**src/sv/dws_pkg.sv**
```systemverilog
// ---------------------------------------------------------------------------
// dws_pkg
// Shared types and constants for the double-ended queue with search.
// ---------------------------------------------------------------------------
package dws_pkg;

   localparam int FUNC_W      = 3;
   localparam int VALUE_W     = 32;
   localparam int STATUS_W    = 2;
   localparam int POS_W       = 5;
   localparam int REQ_TDATA_W = 40;
   localparam int RSP_TDATA_W = 48;
   localparam int RSP_TUSER_W = STATUS_W;

   typedef enum logic [FUNC_W-1:0] {
      FN_PUSH_FRONT = 3'd0,
      FN_PUSH_BACK  = 3'd1,
      FN_POP_FRONT  = 3'd2,
      FN_POP_BACK   = 3'd3,
      FN_SEARCH     = 3'd4,
      FN_DUMP       = 3'd5
   } func_type;

   typedef enum logic [STATUS_W-1:0] {
      ST_OK       = 2'd0,
      ST_EMPTY    = 2'd1,
      ST_FULL     = 2'd2,
      ST_NOTFOUND = 2'd3
   } status_type;

   typedef enum logic [2:0] {
      UPD_NONE,
      UPD_PUSH_FRONT,
      UPD_PUSH_BACK,
      UPD_POP_FRONT,
      UPD_POP_BACK
   } upd_type;

   typedef enum logic [1:0] {
      S_IDLE,
      S_POP,
      S_SEARCH,
      S_DUMP
   } state_type;

   typedef struct packed {
      upd_type    upd;
      logic       scan_start;
      logic       scan_step;
      logic       emit;
      status_type emit_status;
      logic       emit_data;
      logic       emit_pos;
      logic       emit_last;
   } cmd_type;

   typedef struct packed {
      logic empty;
      logic full;
      logic match;
      logic scan_last;
      logic out_free;
   } stat_type;

endpackage

```
**src/sv/dws_ctrl.sv**
```systemverilog
// ---------------------------------------------------------------------------
// dws_ctrl
// Sequencer: decodes each request beat and steps pops, searches and dumps.
// ---------------------------------------------------------------------------
module dws_ctrl
   import dws_pkg::*;
(
   input  logic     clock,
   input  logic     reset,
   input  logic     req_valid,
   input  func_type req_func,
   output logic     req_ready,
   input  stat_type stat,
   output cmd_type  cmd
);

   state_type state_ff, state_in;

   always_ff @(posedge clock) begin
      if (reset) begin
         state_ff <= S_IDLE;
      end else begin
         state_ff <= state_in;
      end
   end

   always_comb begin
      state_in      = state_ff;
      req_ready     = 1'b0;
      cmd           = '0;
      cmd.upd       = UPD_NONE;
      cmd.emit_last = 1'b1;
      unique case (state_ff)
         S_IDLE: begin
            req_ready = stat.out_free;
            if (req_valid && stat.out_free) begin
               unique case (req_func) inside
                  FN_PUSH_FRONT, FN_PUSH_BACK: begin
                     cmd.emit = 1'b1;
                     if (stat.full) begin
                        cmd.emit_status = ST_FULL;
                     end else begin
                        cmd.emit_status = ST_OK;
                        cmd.upd = (req_func == FN_PUSH_FRONT) ? UPD_PUSH_FRONT
                                                              : UPD_PUSH_BACK;
                     end
                  end
                  FN_POP_FRONT, FN_POP_BACK: begin
                     if (stat.empty) begin
                        cmd.emit        = 1'b1;
                        cmd.emit_status = ST_EMPTY;
                     end else begin
                        cmd.upd  = (req_func == FN_POP_FRONT) ? UPD_POP_FRONT
                                                              : UPD_POP_BACK;
                        state_in = S_POP;
                     end
                  end
                  FN_SEARCH, FN_DUMP: begin
                     if (stat.empty) begin
                        cmd.emit        = 1'b1;
                        cmd.emit_status = ST_EMPTY;
                     end else begin
                        cmd.scan_start = 1'b1;
                        state_in = (req_func == FN_SEARCH) ? S_SEARCH : S_DUMP;
                     end
                  end
                  default: begin
                     cmd.emit        = 1'b1;
                     cmd.emit_status = ST_OK;
                  end
               endcase
            end
         end
         S_POP: begin
            if (stat.out_free) begin
               cmd.emit        = 1'b1;
               cmd.emit_status = ST_OK;
               cmd.emit_data   = 1'b1;
               state_in        = S_IDLE;
            end
         end
         S_SEARCH: begin
            if (stat.match) begin
               if (stat.out_free) begin
                  cmd.emit        = 1'b1;
                  cmd.emit_status = ST_OK;
                  cmd.emit_pos    = 1'b1;
                  state_in        = S_IDLE;
               end
            end else if (stat.scan_last) begin
               if (stat.out_free) begin
                  cmd.emit        = 1'b1;
                  cmd.emit_status = ST_NOTFOUND;
                  state_in        = S_IDLE;
               end
            end else begin
               cmd.scan_step = 1'b1;
            end
         end
         S_DUMP: begin
            if (stat.out_free) begin
               cmd.emit        = 1'b1;
               cmd.emit_status = ST_OK;
               cmd.emit_data   = 1'b1;
               cmd.emit_last   = stat.scan_last;
               if (stat.scan_last) begin
                  state_in = S_IDLE;
               end else begin
                  cmd.scan_step = 1'b1;
               end
            end
         end
         default: begin
            state_in = S_IDLE;
         end
      endcase
   end

endmodule

```
**src/sv/dws_datapath.sv**
```systemverilog
// ---------------------------------------------------------------------------
// dws_datapath
// Ring store, front index, entry count, scan pointer and result register.
// ---------------------------------------------------------------------------
module dws_datapath
   import dws_pkg::*;
#(
   parameter int DEPTH = 16
)
(
   input  logic                      clock,
   input  logic                      reset,
   input  cmd_type                   cmd,
   input  logic signed [VALUE_W-1:0] req_value,
   input  logic                      rsp_ready,
   output stat_type                  stat,
   output logic                      rsp_valid,
   output status_type                rsp_status,
   output logic signed [VALUE_W-1:0] rsp_data,
   output logic [POS_W-1:0]          rsp_position,
   output logic [POS_W-1:0]          rsp_entry_count,
   output logic                      rsp_last
);

   localparam int IW = $clog2(DEPTH);
   localparam int CW = $clog2(DEPTH + 1);
   localparam int SW = ((IW > CW) ? IW : CW) + 1;
   localparam int EW = (CW > POS_W) ? CW : POS_W;
   localparam logic [IW-1:0] LAST_IDX = IW'(DEPTH - 1);

   logic signed [VALUE_W-1:0] mem [DEPTH];

   logic [IW-1:0]             front_ff, front_in;
   logic [CW-1:0]             count_ff, count_in;
   logic [IW-1:0]             ptr_ff, ptr_in;
   logic [CW-1:0]             idx_ff, idx_in;
   logic signed [VALUE_W-1:0] key_ff, key_in;
   logic signed [VALUE_W-1:0] rd_data_ff;
   logic                      out_valid_ff, out_valid_in;
   status_type                out_status_ff;
   logic signed [VALUE_W-1:0] out_data_ff;
   logic [POS_W-1:0]          out_pos_ff;
   logic [POS_W-1:0]          out_count_ff;
   logic                      out_last_ff;

   logic [IW-1:0] front_dec, front_inc, ptr_next, tail_addr, back_addr;
   logic [SW-1:0] tail_sum, back_sum;
   logic [IW-1:0] rd_addr, wr_addr;
   logic          rd_en, wr_en;
   logic [EW-1:0] pos_ext, count_ext;

   assign front_dec = (front_ff == '0) ? LAST_IDX : front_ff - IW'(1);
   assign front_inc = (front_ff == LAST_IDX) ? '0 : front_ff + IW'(1);
   assign ptr_next  = (ptr_ff == LAST_IDX) ? '0 : ptr_ff + IW'(1);

   assign tail_sum  = SW'(front_ff) + SW'(count_ff);
   assign back_sum  = tail_sum - SW'(1);
   assign tail_addr = (tail_sum >= SW'(DEPTH)) ? IW'(tail_sum - SW'(DEPTH)) : IW'(tail_sum);
   assign back_addr = (back_sum >= SW'(DEPTH)) ? IW'(back_sum - SW'(DEPTH)) : IW'(back_sum);

   assign stat.empty     = (count_ff == '0);
   assign stat.full      = (count_ff == CW'(DEPTH));
   assign stat.match     = (rd_data_ff == key_ff);
   assign stat.scan_last = (idx_ff == count_ff - CW'(1));
   assign stat.out_free  = !out_valid_ff || rsp_ready;

   always_comb begin
      front_in = front_ff;
      count_in = count_ff;
      ptr_in   = ptr_ff;
      idx_in   = idx_ff;
      key_in   = key_ff;
      rd_en    = 1'b0;
      wr_en    = 1'b0;
      rd_addr  = front_ff;
      wr_addr  = tail_addr;
      case (cmd.upd)
         UPD_PUSH_FRONT: begin
            front_in = front_dec;
            count_in = count_ff + CW'(1);
            wr_en    = 1'b1;
            wr_addr  = front_dec;
         end
         UPD_PUSH_BACK: begin
            count_in = count_ff + CW'(1);
            wr_en    = 1'b1;
         end
         UPD_POP_FRONT: begin
            front_in = front_inc;
            count_in = count_ff - CW'(1);
            rd_en    = 1'b1;
         end
         UPD_POP_BACK: begin
            count_in = count_ff - CW'(1);
            rd_en    = 1'b1;
            rd_addr  = back_addr;
         end
         default: ;
      endcase
      if (cmd.scan_start) begin
         ptr_in = front_ff;
         idx_in = '0;
         key_in = req_value;
         rd_en  = 1'b1;
      end
      if (cmd.scan_step) begin
         ptr_in  = ptr_next;
         idx_in  = idx_ff + CW'(1);
         rd_en   = 1'b1;
         rd_addr = ptr_next;
      end
   end

   assign pos_ext   = EW'(idx_ff + CW'(1));
   assign count_ext = EW'(count_in);

   always_comb begin
      out_valid_in = out_valid_ff;
      if (cmd.emit) begin
         out_valid_in = 1'b1;
      end else if (rsp_ready) begin
         out_valid_in = 1'b0;
      end
   end

   always_ff @(posedge clock) begin
      if (wr_en) begin
         mem[wr_addr] <= req_value;
      end
      if (rd_en) begin
         rd_data_ff <= mem[rd_addr];
      end
   end

   always_ff @(posedge clock) begin
      if (reset) begin
         front_ff     <= '0;
         count_ff     <= '0;
         out_valid_ff <= 1'b0;
      end else begin
         front_ff     <= front_in;
         count_ff     <= count_in;
         out_valid_ff <= out_valid_in;
      end
   end

   always_ff @(posedge clock) begin
      ptr_ff <= ptr_in;
      idx_ff <= idx_in;
      key_ff <= key_in;
      if (cmd.emit) begin
         out_status_ff <= cmd.emit_status;
         out_data_ff   <= cmd.emit_data ? rd_data_ff : '0;
         out_pos_ff    <= cmd.emit_pos ? pos_ext[POS_W-1:0] : '0;
         out_count_ff  <= count_ext[POS_W-1:0];
         out_last_ff   <= cmd.emit_last;
      end
   end

   assign rsp_valid       = out_valid_ff;
   assign rsp_status      = out_status_ff;
   assign rsp_data        = out_data_ff;
   assign rsp_position    = out_pos_ff;
   assign rsp_entry_count = out_count_ff;
   assign rsp_last        = out_last_ff;

endmodule

```
**src/sv/deque_with_search_top.sv**
```systemverilog
// ---------------------------------------------------------------------------
// deque_with_search_top
// Bounded double-ended queue of signed 32-bit values with search and dump.
// ---------------------------------------------------------------------------
// Request beats on req_* carry an operation code and a value. Each request
// gives one response beat on rsp_*, except a dump of a non-empty queue,
// which gives one beat per entry, front to back, with tlast on the final
// one. Every response carries the entry count after the operation.
// Push, and any request that only reports a status, is taken at once
// and its response is registered on the next edge. A pop first reads the
// ring store into a register; its response is registered after that.
// Search and dump read the ring store one entry per cycle, but a dump
// waits while the response register is full. A new request is taken
// only once the previous one is fully answered and the response register
// is free or being drained in that cycle. Reset empties the queue; store
// contents are not cleared. When the receiver holds rsp_tready low, the
// response beat holds and the scan pauses until it is taken.
// ---------------------------------------------------------------------------
module deque_with_search_top
   import dws_pkg::*;
#(
   parameter int DEPTH = 16
)
(
   input  logic                   clock,
   input  logic                   reset,
   input  logic                   req_tvalid,
   output logic                   req_tready,
   input  logic [REQ_TDATA_W-1:0] req_tdata,  // func, value
   output logic                   rsp_tvalid,
   input  logic                   rsp_tready,
   output logic [RSP_TDATA_W-1:0] rsp_tdata,  // data, position, entry_count
   output logic [RSP_TUSER_W-1:0] rsp_tuser,  // status
   output logic                   rsp_tlast
);

   cmd_type                   cmd;
   stat_type                  stat;
   func_type                  req_func;
   logic signed [VALUE_W-1:0] req_value;
   status_type                rsp_status;
   logic signed [VALUE_W-1:0] rsp_data;
   logic [POS_W-1:0]          rsp_position;
   logic [POS_W-1:0]          rsp_entry_count;

   assign req_func  = func_type'(req_tdata[FUNC_W-1:0]);
   assign req_value = req_tdata[FUNC_W +: VALUE_W];

   dws_ctrl u_ctrl (
      .clock     (clock),
      .reset     (reset),
      .req_valid (req_tvalid),
      .req_func  (req_func),
      .req_ready (req_tready),
      .stat      (stat),
      .cmd       (cmd)
   );

   dws_datapath #(.DEPTH(DEPTH)) u_datapath (
      .clock           (clock),
      .reset           (reset),
      .cmd             (cmd),
      .req_value       (req_value),
      .rsp_ready       (rsp_tready),
      .stat            (stat),
      .rsp_valid       (rsp_tvalid),
      .rsp_status      (rsp_status),
      .rsp_data        (rsp_data),
      .rsp_position    (rsp_position),
      .rsp_entry_count (rsp_entry_count),
      .rsp_last        (rsp_tlast)
   );

   assign rsp_tdata = {(RSP_TDATA_W - VALUE_W - 2 * POS_W)'(0),
                       rsp_entry_count, rsp_position, rsp_data};
   assign rsp_tuser = rsp_status;

endmodule

```
**config.mk**
```make
export PLATFORM = sky130hd
export DESIGN_NAME = deque_with_search_top
export DESIGN_NICKNAME = d
export VERILOG_FILES = /design/src/sv/dws_pkg.sv /design/src/sv/dws_ctrl.sv /design/src/sv/dws_datapath.sv /design/src/sv/deque_with_search_top.sv
export SDC_FILE = /design/constraint.sdc
export NUM_CORES = 1
export LEC_CHECK = 0
export BUFFER_PORTS_ARGS = -buffer_cell sky130_fd_sc_hd__clkbuf_2
export CORE_MARGIN = 8
export CORE_UTILIZATION = 26
export CTS_BUF_LIST = sky130_fd_sc_hd__clkbuf_16
export CTS_CLUSTER_DIAMETER = 150
export CTS_CLUSTER_SIZE = 20
export DETAILED_ROUTE_END_ITERATION = 12
export PLACE_DENSITY = 0.5
export SYNTH_ARGS = -nofsm -noshare
export SYNTH_HDL_FRONTEND = slang
export SYNTH_SLANG_ARGS = --single-unit
```
**constraint.sdc**
```tcl
create_clock -name clock -period 6.2 [get_ports clock]
set_input_delay 0.31 -clock clock [delete_from_list [all_inputs] [get_ports clock]]
set_output_delay 0.31 -clock clock [all_outputs]
set_load 0.02 [all_outputs]
```
Word level (Yosys, flattened, before mapping)
Memories as Yosys holds them, arrays and structs flattened. A register that Yosys moved wholly into a read port is not among the register bits.
Index checks and enable logic that the tools add are counted.
- RAM bits: 512
- bits in registers: 98
- memories: 1
- input port bits: 44
- output and inout port bits: 53
- logic and storage cells: 128
- multiplexer cells: 61
- magnitude comparators: 2
- reductions and logical operators: 18
- equality and inequality tests: 24
- $add $sub $neg: 10
- memory list (memory ; words ; bits a word ; rd ports ; clocked after Yosys merged registers in ; write ports ; line ; text):
    u_datapath.mem ; 16 ; 32 ; 1 ; 1 ; 1 ; dws_datapath.sv:31 ; logic signed [VALUE_W-1:0] mem [DEPTH];
- operator list (cell ; count):
    4-bit 2-to-1 mux ; 13
    32-bit equality test ; 1
    3-bit 2-to-1 mux ; 9
    2-bit 2-to-1 mux ; 10
    1-bit 2-to-1 mux ; 17
    5-bit 2-to-1 mux ; 3
    3-bit by 2-bit equality test with 1-bit output, second input constant ; 4
    6-bit by 5-bit greater-or-equal comparator with 1-bit output, second input constant ; 2
    3-bit one-hot mux with 2 select lines ; 2
    3-bit one-hot mux with 4 select lines ; 1
    4-bit by 1-bit subtractor with 4-bit output, second input constant ; 3
    5-bit by 1-bit adder with 5-bit output, second input constant ; 2
    5-bit one-hot mux with 2 select lines ; 1
    2-bit OR reduction ; 5
    3-bit equality test, second input constant ; 3
    3-bit inequality test, second input constant ; 3
    4-bit by 1-bit adder with 4-bit output, second input constant ; 2
    4-bit equality test, second input constant ; 2
    2-bit one-hot mux with 4 select lines ; 1
    4-bit one-hot mux with 2 select lines ; 1
    7-bit AND reduction ; 1
    4-bit by 5-bit adder with 6-bit output ; 1
    3-bit by 1-bit equality test with 1-bit output, second input constant ; 2
    2-bit by 1-bit inequality test with 1-bit output, second input constant ; 3
    19 further kinds ; 23

Longest topological paths before layout
Gate-level depths: netlist (run 1).
- depth in word-level cells: 11
- gate-level depth with buffers: 13

Cells and area by module
From an unflattened synthesis (run 1), not the netlist that was laid out.
- cells, all modules: 1253
- area, all modules: 25373.1 um2
- modules (own cells, without submodules) (module ; cells an instance ; area an instance (um2) ; seq. area each (um2) ; times used):
    dws_datapath ; 1192 ; 24950.2 ; 19118.3 ; 1
    dws_ctrl ; 54 ; 374.1 ; 40.0 ; 1
    deque_with_search_top ; 7 ; 48.8 ; 0.0 ; 1

Least setup slack after synthesis (run 1)
Ideal clock, no wire load.
- path type: flip-flop to flip-flop
- start point: register u_datapath.count_ff[1]
- end point: register u_datapath.out_data_ff[0], in the netlist u_datapath.rsp_data[0], enable pin
- data required time: 5.735 ns
- arrival time: 4.094 ns
- slack: 1.640 ns
- clock period less this slack: 4.560 ns
- cell stages (with the launch flop): 9
- cells stage by stage: dfxtp_1 -> inv_1 -> ha_1 -> xor2_1 -> or3_1 -> a2111o_1 -> a21oi_1 -> nor2_1 -> o22ai_1
- RTL lines (element ; line ; text):
    start: declaration ; dws_datapath.sv:34 ; logic [CW-1:0] count_ff, count_in;
    start signal: assignment ; dws_datapath.sv:142 ; count_ff <= count_in;
    end signal: assignment ; dws_datapath.sv:153 ; out_data_ff <= cmd.emit_data ? rd_data_ff : '0;
    end: declaration ; dws_datapath.sv:41 ; logic signed [VALUE_W-1:0] out_data_ff;

Final worst setup path (run 1)
- start point: register u_datapath.rd_data_ff[8], read port of u_datapath.mem
- end point: register u_datapath.rd_data_ff[12], read port of u_datapath.mem, data pin
- cells in the longest elaborated chain, start to end: 4
- ends and longest elaborated chain (element ; line ; text):
    start: declaration ; dws_datapath.sv:38 ; logic signed [VALUE_W-1:0] rd_data_ff;
    32-bit equality test * ; dws_datapath.sv:63 ; assign stat.match = (rd_data_ff == key_ff);
    1-bit 2-to-1 mux * ; dws_ctrl.sv:83 ; if (stat.match) begin
    1-bit one-hot mux with 2 select lines * ; dws_ctrl.sv:33 ; unique case (state_ff)
    4-bit 2-to-1 mux or 1-bit 2-to-1 mux (tied branches) ; dws_datapath.sv:106 ; if (cmd.scan_step) begin
Every way passes the cells marked *; elsewhere a longest branch is shown, timed or not.
A chain may end at the register's enable or synchronous reset.

==> results of run 1 <==
## cell usage in the layout, fill, tap and decap left out, types with 12 or more instances in the layout
cell type,netlist,routed
and2_1,36,36
or4_1,34,34
ha_1,16,16
xnor2_1,43,43
inv_1,15,24
buf_4,9,40
nor2_4,0,17
clkbuf_2,0,85
mux2i_1,264,263
o22ai_1,129,128
nor2_1,47,30
buf_12,0,12
nand4_1,12,12
nor3_1,13,13
a21oi_1,20,20
edfxtp_1,630,630
clkbuf_16,0,38
nand2_1,34,26
dfxtp_1,12,12
## worst paths after layout
kind                                             endpoint  slack, ns  cells after the start
worst max-delay path            u_datapath.rd_data_ff[12]       1.24                     11
worst min-delay path                   u_ctrl.state_ff[1]       0.09                      2
worst max register to register  u_datapath.rd_data_ff[12]       1.24                     11
worst min register to register         u_ctrl.state_ff[0]       0.52                      2
## report_power, final
part / internal [mW] / switching [mW]
combinational: 0.657 / 1.20
sequential: 5.08 / 0.122
clock: 1.13 / 1.40
total: 6.87 / 2.72
## routing by layer
layer,up-vias,wire length (um),part of all wire (%)
met3,72,3122,4.8
met4,4,1188,1.8
met5,-,23,0.035
li1,5944,-,-
met1,6824,30220,46
met2,289,30800,47
## cells by family after synthesis
logic type               count (synthesis)
flip-flops                             642
multiplexers                           271
AND/OR/NAND/NOR                        213
AO/OA/AOI/OAI                          179
buffers and inverters                   88
XOR/XNOR                                53
adder cells (fa/ha/maj)                 17
other                                    1
## metrics by stage
stage | setup slack [ns] | hold slack (ns) | cells | power (mW) | util (%)
3_3_place_gp | 1.217 | 0.4917 | 2809 | 7.180 | 28.65
3_5_place_dp | 1.248 | 0.5100 | 2809 | 7.199 | 28.65
6_report | 1.236 | 0.08706 | 2862 | 9.591 | 29.76
5_1_grt | 1.069 | 0.09674 | 2862 | 9.968 | 29.76
4_1_cts | 1.245 | 0.05899 | 2862 | 9.718 | 29.76
2_1_floorplan | 1.640 | 0.3816 | 1469 | 6.455 | -
## final cells by class
| class | count | area share [%] |
|---|---|---|
| repair buffers | 137 | 3.361 |
| clock inverters | 15 | 0.4223 |
| inverters | 15 | 0.1959 |
| clock buffers | 38 | 3.309 |
| well taps | 1276 | 5.556 |
| multi-input cells | 739 | 20.49 |
| flip-flops and latches | 642 | 66.67 |
## worst register-to-register path, cell delays in order (launching register included)
cell	delay [ns]
edfxtp_1	0.48
xnor2_1	0.49
nand4_1	0.26
nor4_1	0.77
nand2_1	0.27
o211ai_2	0.36
buf_4	0.31
mux2i_1	0.24
nand2_2	0.44
buf_4	0.37
o22ai_1	0.14
or4_1	0.55
## cells in the mapped netlist (all sizes together) (2+ instances only)
cell    count
nand3       9
and3        2
nand2b      6
nor2       47
nand2      34
nand4      12
edfxtp    630
inv        15
buf        44
xnor2      44
mux2i     264
o21ai       9
o22ai     129
a21oi      20
a21o        2
a31oi       6
ha         16
and2       36
dfxtp      12
a211oi      2
mux2        7
nor3       13
or4        34
xor2        9
nor2b       7
o31ai       2
or3         5
clkbuf     29
nor4        3
## flip-flops by register name (all words and copies together), names as in the netlist
signal	cells
u_datapath.rsp_last	1
u_datapath.rsp_position	5
u_datapath.rd_data_ff	32
u_datapath.rsp_entry_count	5
u_datapath.rsp_status	2
u_datapath.idx_ff	5
u_datapath.key_ff	32
u_datapath.count_ff	5
u_ctrl.state_ff	2
u_datapath.ptr_ff	4
u_datapath.mem	512
u_datapath.rsp_valid	1
u_datapath.front_ff	4
u_datapath.rsp_data	32
==> impl_metrics.tcl, run 1 <==
set metrics [dict create \
    drt_iter0_drc 970 \
    nNetsFinal 1634 \
    clock_latency_ns 0.60 \
    cts.hold.buffers_added 0 \
    setup_viol 0 \
    syn_to_final_growth_pct 13.50 \
    numClockSinks 642 \
    layout-drive-gt1-share_pct 13.87 \
    use_met1_pct 16.23 \
    synthAdderAreaFrac_pct 0.8697 \
    finalCritPeriodShare_pct 80.07 \
    grt_usage_pct 11.72 \
    leakagePower_nw 10.74 \
    ctsResizeCount 0 \
    fmax_ghz 0.2014 \
    synth-simple-area-share_pct 4.561 \
    initial_core_util_pct 26.22 \
    yosysTopAreaCell "edfxtp_1" \
    regArea_um2 19160 \
    top_usage_layer "met2" \
    clockBufferDepth 3 \
    cts_root_buffer "clkbuf_16" \
    worst_pin_slew_ns 1.224 \
    finalHoldViolations 0 \
    synth.area.top_cells "edfxtp_1 75%, mux2i_1 10%, o22ai_1 3.2%" \
    critPathMaxFanout 18 \
    synth_area_um2 25320 \
    tns_ns 0 \
    cp_top_family "simple AND/OR/NAND/NOR gates" \
    die_h_um 328.1 \
    io_buffers 85 \
    num-fill-cells 9410 \
    wl_per_cell_um 22.84 \
    synth_cells 1464 \
    synth_edf_count 630 \
    antenna_found_initial 2 \
    synth_compound_area_share_pct 4.418 \
    gr-total-overflow 0 \
    worstPathArrival_ns 5.30 \
    relSlewSlack_pct 18.41 \
    ys_async_sr_fraction_pct 0 \
    critPathCaptureType "flop" \
    drt_wl_total_um 65360 \
    core_um2 96570 \
    synthXorXnorAreaFrac_pct 1.863 \
    max_stage_delay_ns 0.77 \
    crit_path_frequent_cell "buf_4" \
    die_width_um 328.1 \
    antenna_cells 0 \
    dieArea_um2 107600 \
    grtUsageMet3_pct 1.840 \
    drc 0 \
    path_cells "xnor2_1 > nand4_1 > nor4_1 > nand2_1 > o211ai_2 > buf_4 > mux2i_1 > nand2_2 > buf_4 > o22ai_1 > or4_1" \
    htree_levels 2 \
    pwr_density_cell_nw_per_um2 333.8 \
    first_global_vias 13244 \
    num_vias 13133 \
    numCtsBuffers 38 \
    rsz0062_at_grt "no" \
    num_io_pins 97 \
    row_count 114 \
    grt_max_degree 50 \
    muxShareOfSynthArea_pct 10.75 \
    synth-seq-cells 642 \
    criticalPathCategory "reg -> reg" \
    yosysSeqAreaShare_pct 75.66 \
    grt_use_met2_pct 19.33 \
    maxSlewViolCount 0 \
    dp_hpwl_um 38530 \
    peakVddDrop_mv 0.1832 \
    grt_first_pass_wirelength_um 93020 \
    cp.required_ns 6.54 \
    tritoncts "done" \
    clkTransAtPathRegs_ns 0.09 \
    synth_top_family_by_area "multiplexers" \
    yosysTopAreaCellShare_pct 74.71 \
    finalInstanceArea_um2 28740 \
    gp_congestion 0.7514 \
    r2r_start "u_datapath.rd_data_ff[8]" \
    critPathLaunch "u_datapath.rd_data_ff[8]" \
    synthFlopType "edfxtp_1" \
    status "finished, final reports clean" \
    cts_setup_buffers 0 \
    crit_buf_inv 2 \
    multi_input_area_um2 5888 \
    hold_class "in -> reg" \
    final.setup_skew_ns 0.03782 \
    drt-pass1-iter-count 4 \
    critPathLaunchType "flop" \
    synth.avg_cell_area_um2 17.30 \
    ant_nets 0 \
    cap_violations 0 \
    yosys_warnings 0 \
    holdCritStartpoint "reset" \
    dpl_cell_area_um2 27670 \
    worst_path_max_delay_cell "nor4_1" \
    vias_per_cell 4.589 \
    fin_crit_ns 4.964 \
    yosysUniqueCellTypes 51 \
]
Power figures use the tool's default switching activity.
==> inputs of run 2 (changes only) <==
--- a/config.mk
+++ b/config.mk
@@ -12,7 +12,7 @@
 export CTS_CLUSTER_DIAMETER = 150
 export CTS_CLUSTER_SIZE = 20
 export DETAILED_ROUTE_END_ITERATION = 12
-export PLACE_DENSITY = 0.5
+export PLACE_DENSITY = 0.52
 export SYNTH_ARGS = -nofsm -noshare
 export SYNTH_HDL_FRONTEND = slang
 export SYNTH_SLANG_ARGS = --single-unit
==> constraint.sdc (replaced) <==
create_clock -name clock -period 4.1 [get_ports clock]
set_input_delay 0.205 -clock clock [delete_from_list [all_inputs] [get_ports clock]]
set_output_delay 0.205 -clock clock [all_outputs]
set_load 0.02 [all_outputs]
==> run 2 against run 1 <==
- cell area up 2.4%
- clock power rose by 49%
- global-route usage rose by 0.17 points
- worst hold slack got worse by 0.048 ns
- routed wire length up 1.8%
- highest routed layer is now met4
- final cell count up 1.8%
==> impl_metrics.tcl, run 2 (synthesis results as in run 1) <==
set metrics [dict create \
    status "finished, final reports clean" \
    io_buffers 85 \
    finalHoldViolations 0 \
    r2r-end "u_datapath.rd_data_ff[21]" \
    wl_per_cell_um 22.82 \
    tns_ns 0 \
    clkTransAtPathRegs_ns 0.09 \
    cp_top_family "simple AND/OR/NAND/NOR gates" \
    pwr_density_cell_nw_per_um2 497.2 \
    worst_path_max_delay_cell "or4_1" \
    grt_use_met2_pct 19.74 \
    reg2reg_slack_ns 0.24 \
    core_um2 96570 \
    cts_root_buffer "clkbuf_16" \
    holdWs_ns 0.03873 \
    numClockSinks 642 \
    num_vias 13433 \
    gp_congestion 0.7903 \
    fin_crit_ns 3.861 \
    rsz0062_at_grt "no" \
    tritoncts "done" \
    final.setup_skew_ns 0.02988 \
    clock_latency_ns 0.58 \
    critPathLaunchType "flop" \
    critPathMaxFanout 16 \
    relSlewSlack_pct 26.71 \
    worstPathArrival_ns 4.17 \
    die_width_um 328.1 \
    leakagePower_nw 11.07 \
    top_register "u_datapath.mem" \
    largest_reg_flops 512 \
    grt_usage_pct 11.90 \
    drt-pass1-iter-count 5 \
    worst_pin_slew_ns 1.094 \
    gr-total-overflow 0 \
    cp.required_ns 4.41 \
    p_total_mw 14.64 \
    first_global_vias 13322 \
    drt_iter0_drc 990 \
    drc 0 \
    grt_first_pass_wirelength_um 94320 \
    die_h_um 328.1 \
    dp_hpwl_um 38660 \
    peakVddDrop_mv 0.3080 \
    cap_violations 0 \
    initial_core_util_pct 26.22 \
    top_usage_layer "met2" \
    hold_class "in -> reg" \
    holdCritStartpoint "req_tdata[6]" \
    use_met1_pct 16.44 \
    layout_common_cells "630 x edfxtp_1, 263 x mux2i_1, 128 x o22ai_1, 85 x clkbuf_2, 59 x buf_4" \
    r2r_start "u_ctrl.state_ff[0]" \
    ant_nets 0 \
    max_stage_delay_ns 0.51 \
    clockBufferDepth 3 \
    drt_wl_total_um 66510 \
    ff2ff_path_depth 12 \
    numCtsBuffers 38 \
    finalCritPeriodShare_pct 94.18 \
    multi_input_area_um2 5908 \
    num_io_pins 97 \
    row_count 114 \
    grtUsageMet3_pct 2.050 \
    path_cells "inv_1 > ha_1 > nand2_1 > or3_1 > or4_1 > mux2_2 > mux2_1 > mux2_2 > nand2_2 > buf_12 > o22ai_1 > or4_1" \
    antenna_found_initial 7 \
    grt_max_degree 47 \
    layout-drive-gt1-share_pct 16.39 \
    setup_viol 0 \
    dpl_cell_area_um2 28340 \
    num-fill-cells 9364 \
    min_to "u_datapath.key_ff[3]" \
    criticalPathCategory "reg -> reg" \
    fmax_ghz 0.2590 \
    nNetsFinal 1681 \
    final_common_cell "edfxtp_1" \
    htree_levels 2 \
    maxSlewViolCount 0 \
    regArea_um2 19160 \
    syn_to_final_growth_pct 16.25 \
    vias_per_cell 4.610 \
    finalInstanceArea_um2 29440 \
    dieArea_um2 107600 \
    critPathCaptureType "flop" \
    min_path_cells 1 \
    crit_buf_inv 2 \
]
[run 2: changes by cell type in the layout (fill, tap and decap cells not counted), sizes merged]
| cell | before | now |
|---|---|---|
| buf | 52 | 98 |
| diode | 0 | 3 |
| dlygate4sd3 | 0 | 1 |
| inv | 28 | 30 |
[run 2: per-layer routing]
metal	part of all wire, %	vias to the layer above
li1	-	6045
met1	46	6987
met2	47	337
met3	5.3	64
met4	1.5	0
met5	0	-
[run 2: layout make-up]
cell class | count | share of cell area [%]
sequential | 642 | 65.09
clock buffer | 38 | 3.230
antenna | 3 | 0.02550
tap | 1276 | 5.424
inverter | 15 | 0.1913
multi-input combinational | 739 | 20.07
timing repair buffer | 184 | 5.636
clock inverter | 17 | 0.3358
[run 2: timing repair]
| action | CTS | global route |
|---|---|---|
| setup buffers | 0 | 1 |
| resized for setup | 0 | 3 |
| endpoints found under the setup margin | 0 | 21 |
| hold endpoints to repair | 6 | 0 |
| hold buffers | 1 | 0 |
[run 2: through the flow]
stage,instances,utilization (%),setup WS [ns]
finish,2914,30.48,0.2386
global route,2911,30.48,0.01939
CTS,2910,30.45,0.06628
detailed placement,2854,29.35,0.07690
global placement,2854,29.35,0.1117
floorplan,1469,-,-0.1379
[run 2: where the power goes]
part | internal [mW] | total [mW] | switching, mW
combinational | 1.16 | 3.01 | 1.85
sequential | 7.68 | 7.86 | 0.181
clock | 1.70 | 3.77 | 2.07
[run 2: how the worst max path moves through the flow]
stage	from	endpoint	slack, ns	depth (start not counted)
after floorplan	u_ctrl.state_ff[0]	u_datapath.mem[4][0]	-0.14	9
after global placement	u_datapath.rd_data_ff[5]	u_datapath.rd_data_ff[12]	0.11	13
after detailed placement	u_datapath.rd_data_ff[5]	u_datapath.rd_data_ff[9]	0.08	13
after CTS	u_datapath.rd_data_ff[5]	u_datapath.rd_data_ff[11]	0.07	13
after global routing	u_datapath.count_ff[0]	u_datapath.rd_data_ff[11]	0.02	13
final	u_ctrl.state_ff[0]	u_datapath.rd_data_ff[21]	0.24	12
[run 2: worst register-to-register path, stage by stage, from the launching register on]
cell	delay [ns]
dfxtp_1	0.35
inv_1	0.11
ha_1	0.30
nand2_1	0.10
or3_1	0.36
or4_1	0.51
mux2_2	0.34
mux2_1	0.32
mux2_2	0.30
nand2_2	0.15
buf_12	0.20
o22ai_1	0.15
or4_1	0.41
==> inputs of run 3 (changes only) <==
--- a/config.mk
+++ b/config.mk
@@ -5,6 +5,7 @@
 export SDC_FILE = /design/constraint.sdc
 export NUM_CORES = 1
 export LEC_CHECK = 0
+export ABC_AREA = 1
 export BUFFER_PORTS_ARGS = -buffer_cell sky130_fd_sc_hd__clkbuf_2
 export CORE_MARGIN = 8
 export CORE_UTILIZATION = 26
@@ -12,7 +13,7 @@
 export CTS_CLUSTER_DIAMETER = 150
 export CTS_CLUSTER_SIZE = 20
 export DETAILED_ROUTE_END_ITERATION = 12
-export PLACE_DENSITY = 0.52
+export PLACE_DENSITY = 0.51
 export SYNTH_ARGS = -nofsm -noshare
 export SYNTH_HDL_FRONTEND = slang
 export SYNTH_SLANG_ARGS = --single-unit
==> run 3 against run 2 <==
- non-clock buffer count down 31
- sequential power up 2%
- critical path type unchanged
- count of clock-buffer cells in the layout unchanged
- critical endpoint is now u_datapath.mem[11][30]
- critical path depth up 1
- via count up 36%
- clock skew down 0.0052 ns
- setup slack better by 0.28 ns
- flip-flop and latch count unchanged
- fmax up 7.7%
- routed wire length up 14%
- global-route usage up 0.35 points
==> impl_metrics.tcl, run 3 <==
set metrics [dict create \
    status "finished, final reports clean" \
    path_cells "inv_1 > ha_1 > nand3_2 > nand2_1 > o21ai_0 > nand2_1 > inv_1 > nand2_1 > inv_1 > o21ai_0 > nand3_1 > nor2_4 > buf_4" \
    finalCritPeriodShare_pct 87.41 \
    synth_common_cells "636 x nand3_1, 630 x edfxtp_1, 614 x inv_1, 520 x nand2_1, 90 x nor2_1" \
    synth.avg_cell_area_um2 10.39 \
    cts_root_buffer "clkbuf_16" \
    synth-simple-area-share_pct 19.63 \
    reg2reg_slack_ns 0.52 \
    synthFlopType "edfxtp_1" \
    setup_viol 0 \
    p_total_mw 16.22 \
    synth_most_common_cell "nand3_1" \
    initial_core_util_pct 26.19 \
    synth_edf_count 630 \
    layout_common_cells "633 x nand3_1, 630 x edfxtp_1, 617 x inv_1, 516 x nand2_1, 85 x clkbuf_2" \
    hold_class "in -> reg" \
    numClockSinks 642 \
    muxShareOfSynthArea_pct 0 \
    die_width_um 347.1 \
    wl_per_cell_um 17.87 \
    yosysUniqueCellTypes 39 \
    tns_ns 0 \
    finalWorstSetupSlack_ns 0.5163 \
    leakagePower_nw 13.37 \
    cap_violations 0 \
    pwr_density_cell_nw_per_um2 505.5 \
    peakVddDrop_mv 0.4129 \
    io_buffers 85 \
    ff2ff_path_depth 13 \
    critPathCaptureType "flop" \
    maxSlewViolCount 0 \
    r2r-end "u_datapath.mem[11][30]" \
    finalHoldViolations 0 \
    r2r_start "u_datapath.count_ff[0]" \
    wl_met2_um 37190 \
    drt-pass1-iter-count 7 \
    synth.area.top_cells "edfxtp_1 66%, nand3_1 11%, inv_1 8.1%" \
    drt_iter0_drc 1284 \
    top_register "u_datapath.mem" \
    worst_pin_slew_ns 1.089 \
    num-fill-cells 11126 \
    row_count 121 \
    fmax_ghz 0.2790 \
    highest_layer "met4" \
    tritoncts "done" \
    synth-seq-cells 642 \
    max_stage_delay_ns 0.47 \
    vias_per_cell 4.313 \
    gr-total-overflow 0 \
    finalInstanceArea_um2 32090 \
    grt_max_degree 111 \
    die_h_um 347.1 \
    ant_nets 0 \
    synth_top_family_by_area "simple AND/OR/NAND/NOR gates" \
    nNetsFinal 2873 \
    multi_input_area_um2 6594 \
    synthXorXnorAreaFrac_pct 0.8909 \
    clock_latency_ns 0.58 \
    wl_met3_um 3207 \
    dp_hpwl_um 42380 \
    criticalPathCategory "reg -> reg" \
    ctsResizeCount 0 \
    drt_wl_total_um 75630 \
    worst_path_max_delay_cell "nand3_1" \
    endpoint "u_datapath.mem[11][30]" \
    largest_reg_flops 512 \
    holdCritStartpoint "req_tdata[2]" \
    synthAdderAreaFrac_pct 0.7724 \
    synth_area_um2 28510 \
    rsz0062_at_grt "no" \
    fin_crit_ns 3.584 \
    numCtsBuffers 38 \
    yosysTopAreaCell "edfxtp_1" \
    drc 0 \
    critPathLaunch "u_datapath.count_ff[0]" \
    dieArea_um2 120500 \
    syn_to_final_growth_pct 12.56 \
    gp_congestion 0.7489 \
    regArea_um2 19160 \
    holdWs_ns 0.03206 \
    relSlewSlack_pct 27.39 \
    ys_async_sr_fraction_pct 0 \
    final.setup_skew_ns 0.02471 \
    place_ws_ns 0.5063 \
    yosysSeqAreaShare_pct 67.20 \
    num_vias 18258 \
    cp.required_ns 4.34 \
    wl_met1_um 34030 \
    clkTransAtPathRegs_ns 0.10 \
    grt_first_pass_wirelength_um 113800 \
    dpl_cell_area_um2 31060 \
    synth_compound_area_share_pct 0.9918 \
    cts_setup_buffers 0 \
    core_um2 108900 \
    yosysTopAreaCellShare_pct 66.35 \
    yosys_warnings 0 \
    layout-drive-gt1-share_pct 8.342 \
    antenna_found_initial 3 \
    critPathMaxFanout 19 \
    num_io_pins 97 \
    worstPathArrival_ns 3.82 \
    final_common_cell "nand3_1" \
    first_global_vias 17492 \
    htree_levels 2 \
    synth_cells 2743 \
    clockBufferDepth 3 \
    grt_usage_pct 12.24 \
    critPathLaunchType "flop" \
]
==> run 3: final cells by class <==
type	count	area share [%]
sequential	642	59.70
multi-input combinational	1359	20.55
inverter	618	7.228
tap	1414	5.513
timing repair buffer	153	3.867
clock buffer	38	2.963
clock inverter	7	0.1715
antenna	2	0.01559
==> run 3: power by group <==
part           switching [mW]  total (mW)  internal (mW)
Sequential              0.238        8.05           7.82
Combinational            3.08        4.37           1.28
Clock                    2.12        3.80           1.68
Total                    5.44        16.2           10.8
==> run 3: per-stage QoR <==
step | instances | utilization (%)
floorplan | 2748 | -
global placement | 4184 | 28.54
detailed placement | 4184 | 28.54
CTS | 4231 | 29.48
global route | 4231 | 29.48
finish | 4233 | 29.48
==> run 3: metal layers <==
metal  GRT usage [%]  vias to the layer above
met4           2.440                        0
li1                -                     9019
met5               0                        -
met2           21.38                      358
met1           16.33                     8816
met3           1.502                       65
==> run 3: how the worst min path moves through the flow <==
stage | end | depth (start not counted)
floorplan | u_datapath.front_ff[2] | 1
global placement | u_datapath.front_ff[2] | 2
detailed placement | u_datapath.front_ff[2] | 2
CTS | u_datapath.rsp_status[1] | 2
global route | u_datapath.rsp_status[1] | 2
finish | u_datapath.rsp_status[1] | 2
==> run 3: worst max-delay path, delay by kind of cell, from the launching register on <==
family | cells | cell delay (ns)
simple gates | 6 | 1.35
buf+inv | 4 | 0.74
compound gates | 2 | 0.49
flops | 1 | 0.39
fa+ha+maj | 1 | 0.26
==> run 3: repair_timing <==
item	CTS	global route
hold buffers	2	0
hold endpoints to repair	6	0
endpoints found under the setup margin	0	0
==> run 3: logic make-up after synthesis <==
| group | count (synthesis) |
|---|---|
| AO/OA/AOI/OAI | 44 |
| XOR/XNOR | 29 |
| other | 1 |
| adder cells (fa/ha/maj) | 17 |
| AND/OR/NAND/NOR | 1263 |
| buffers and inverters | 747 |
| flip-flops | 642 |
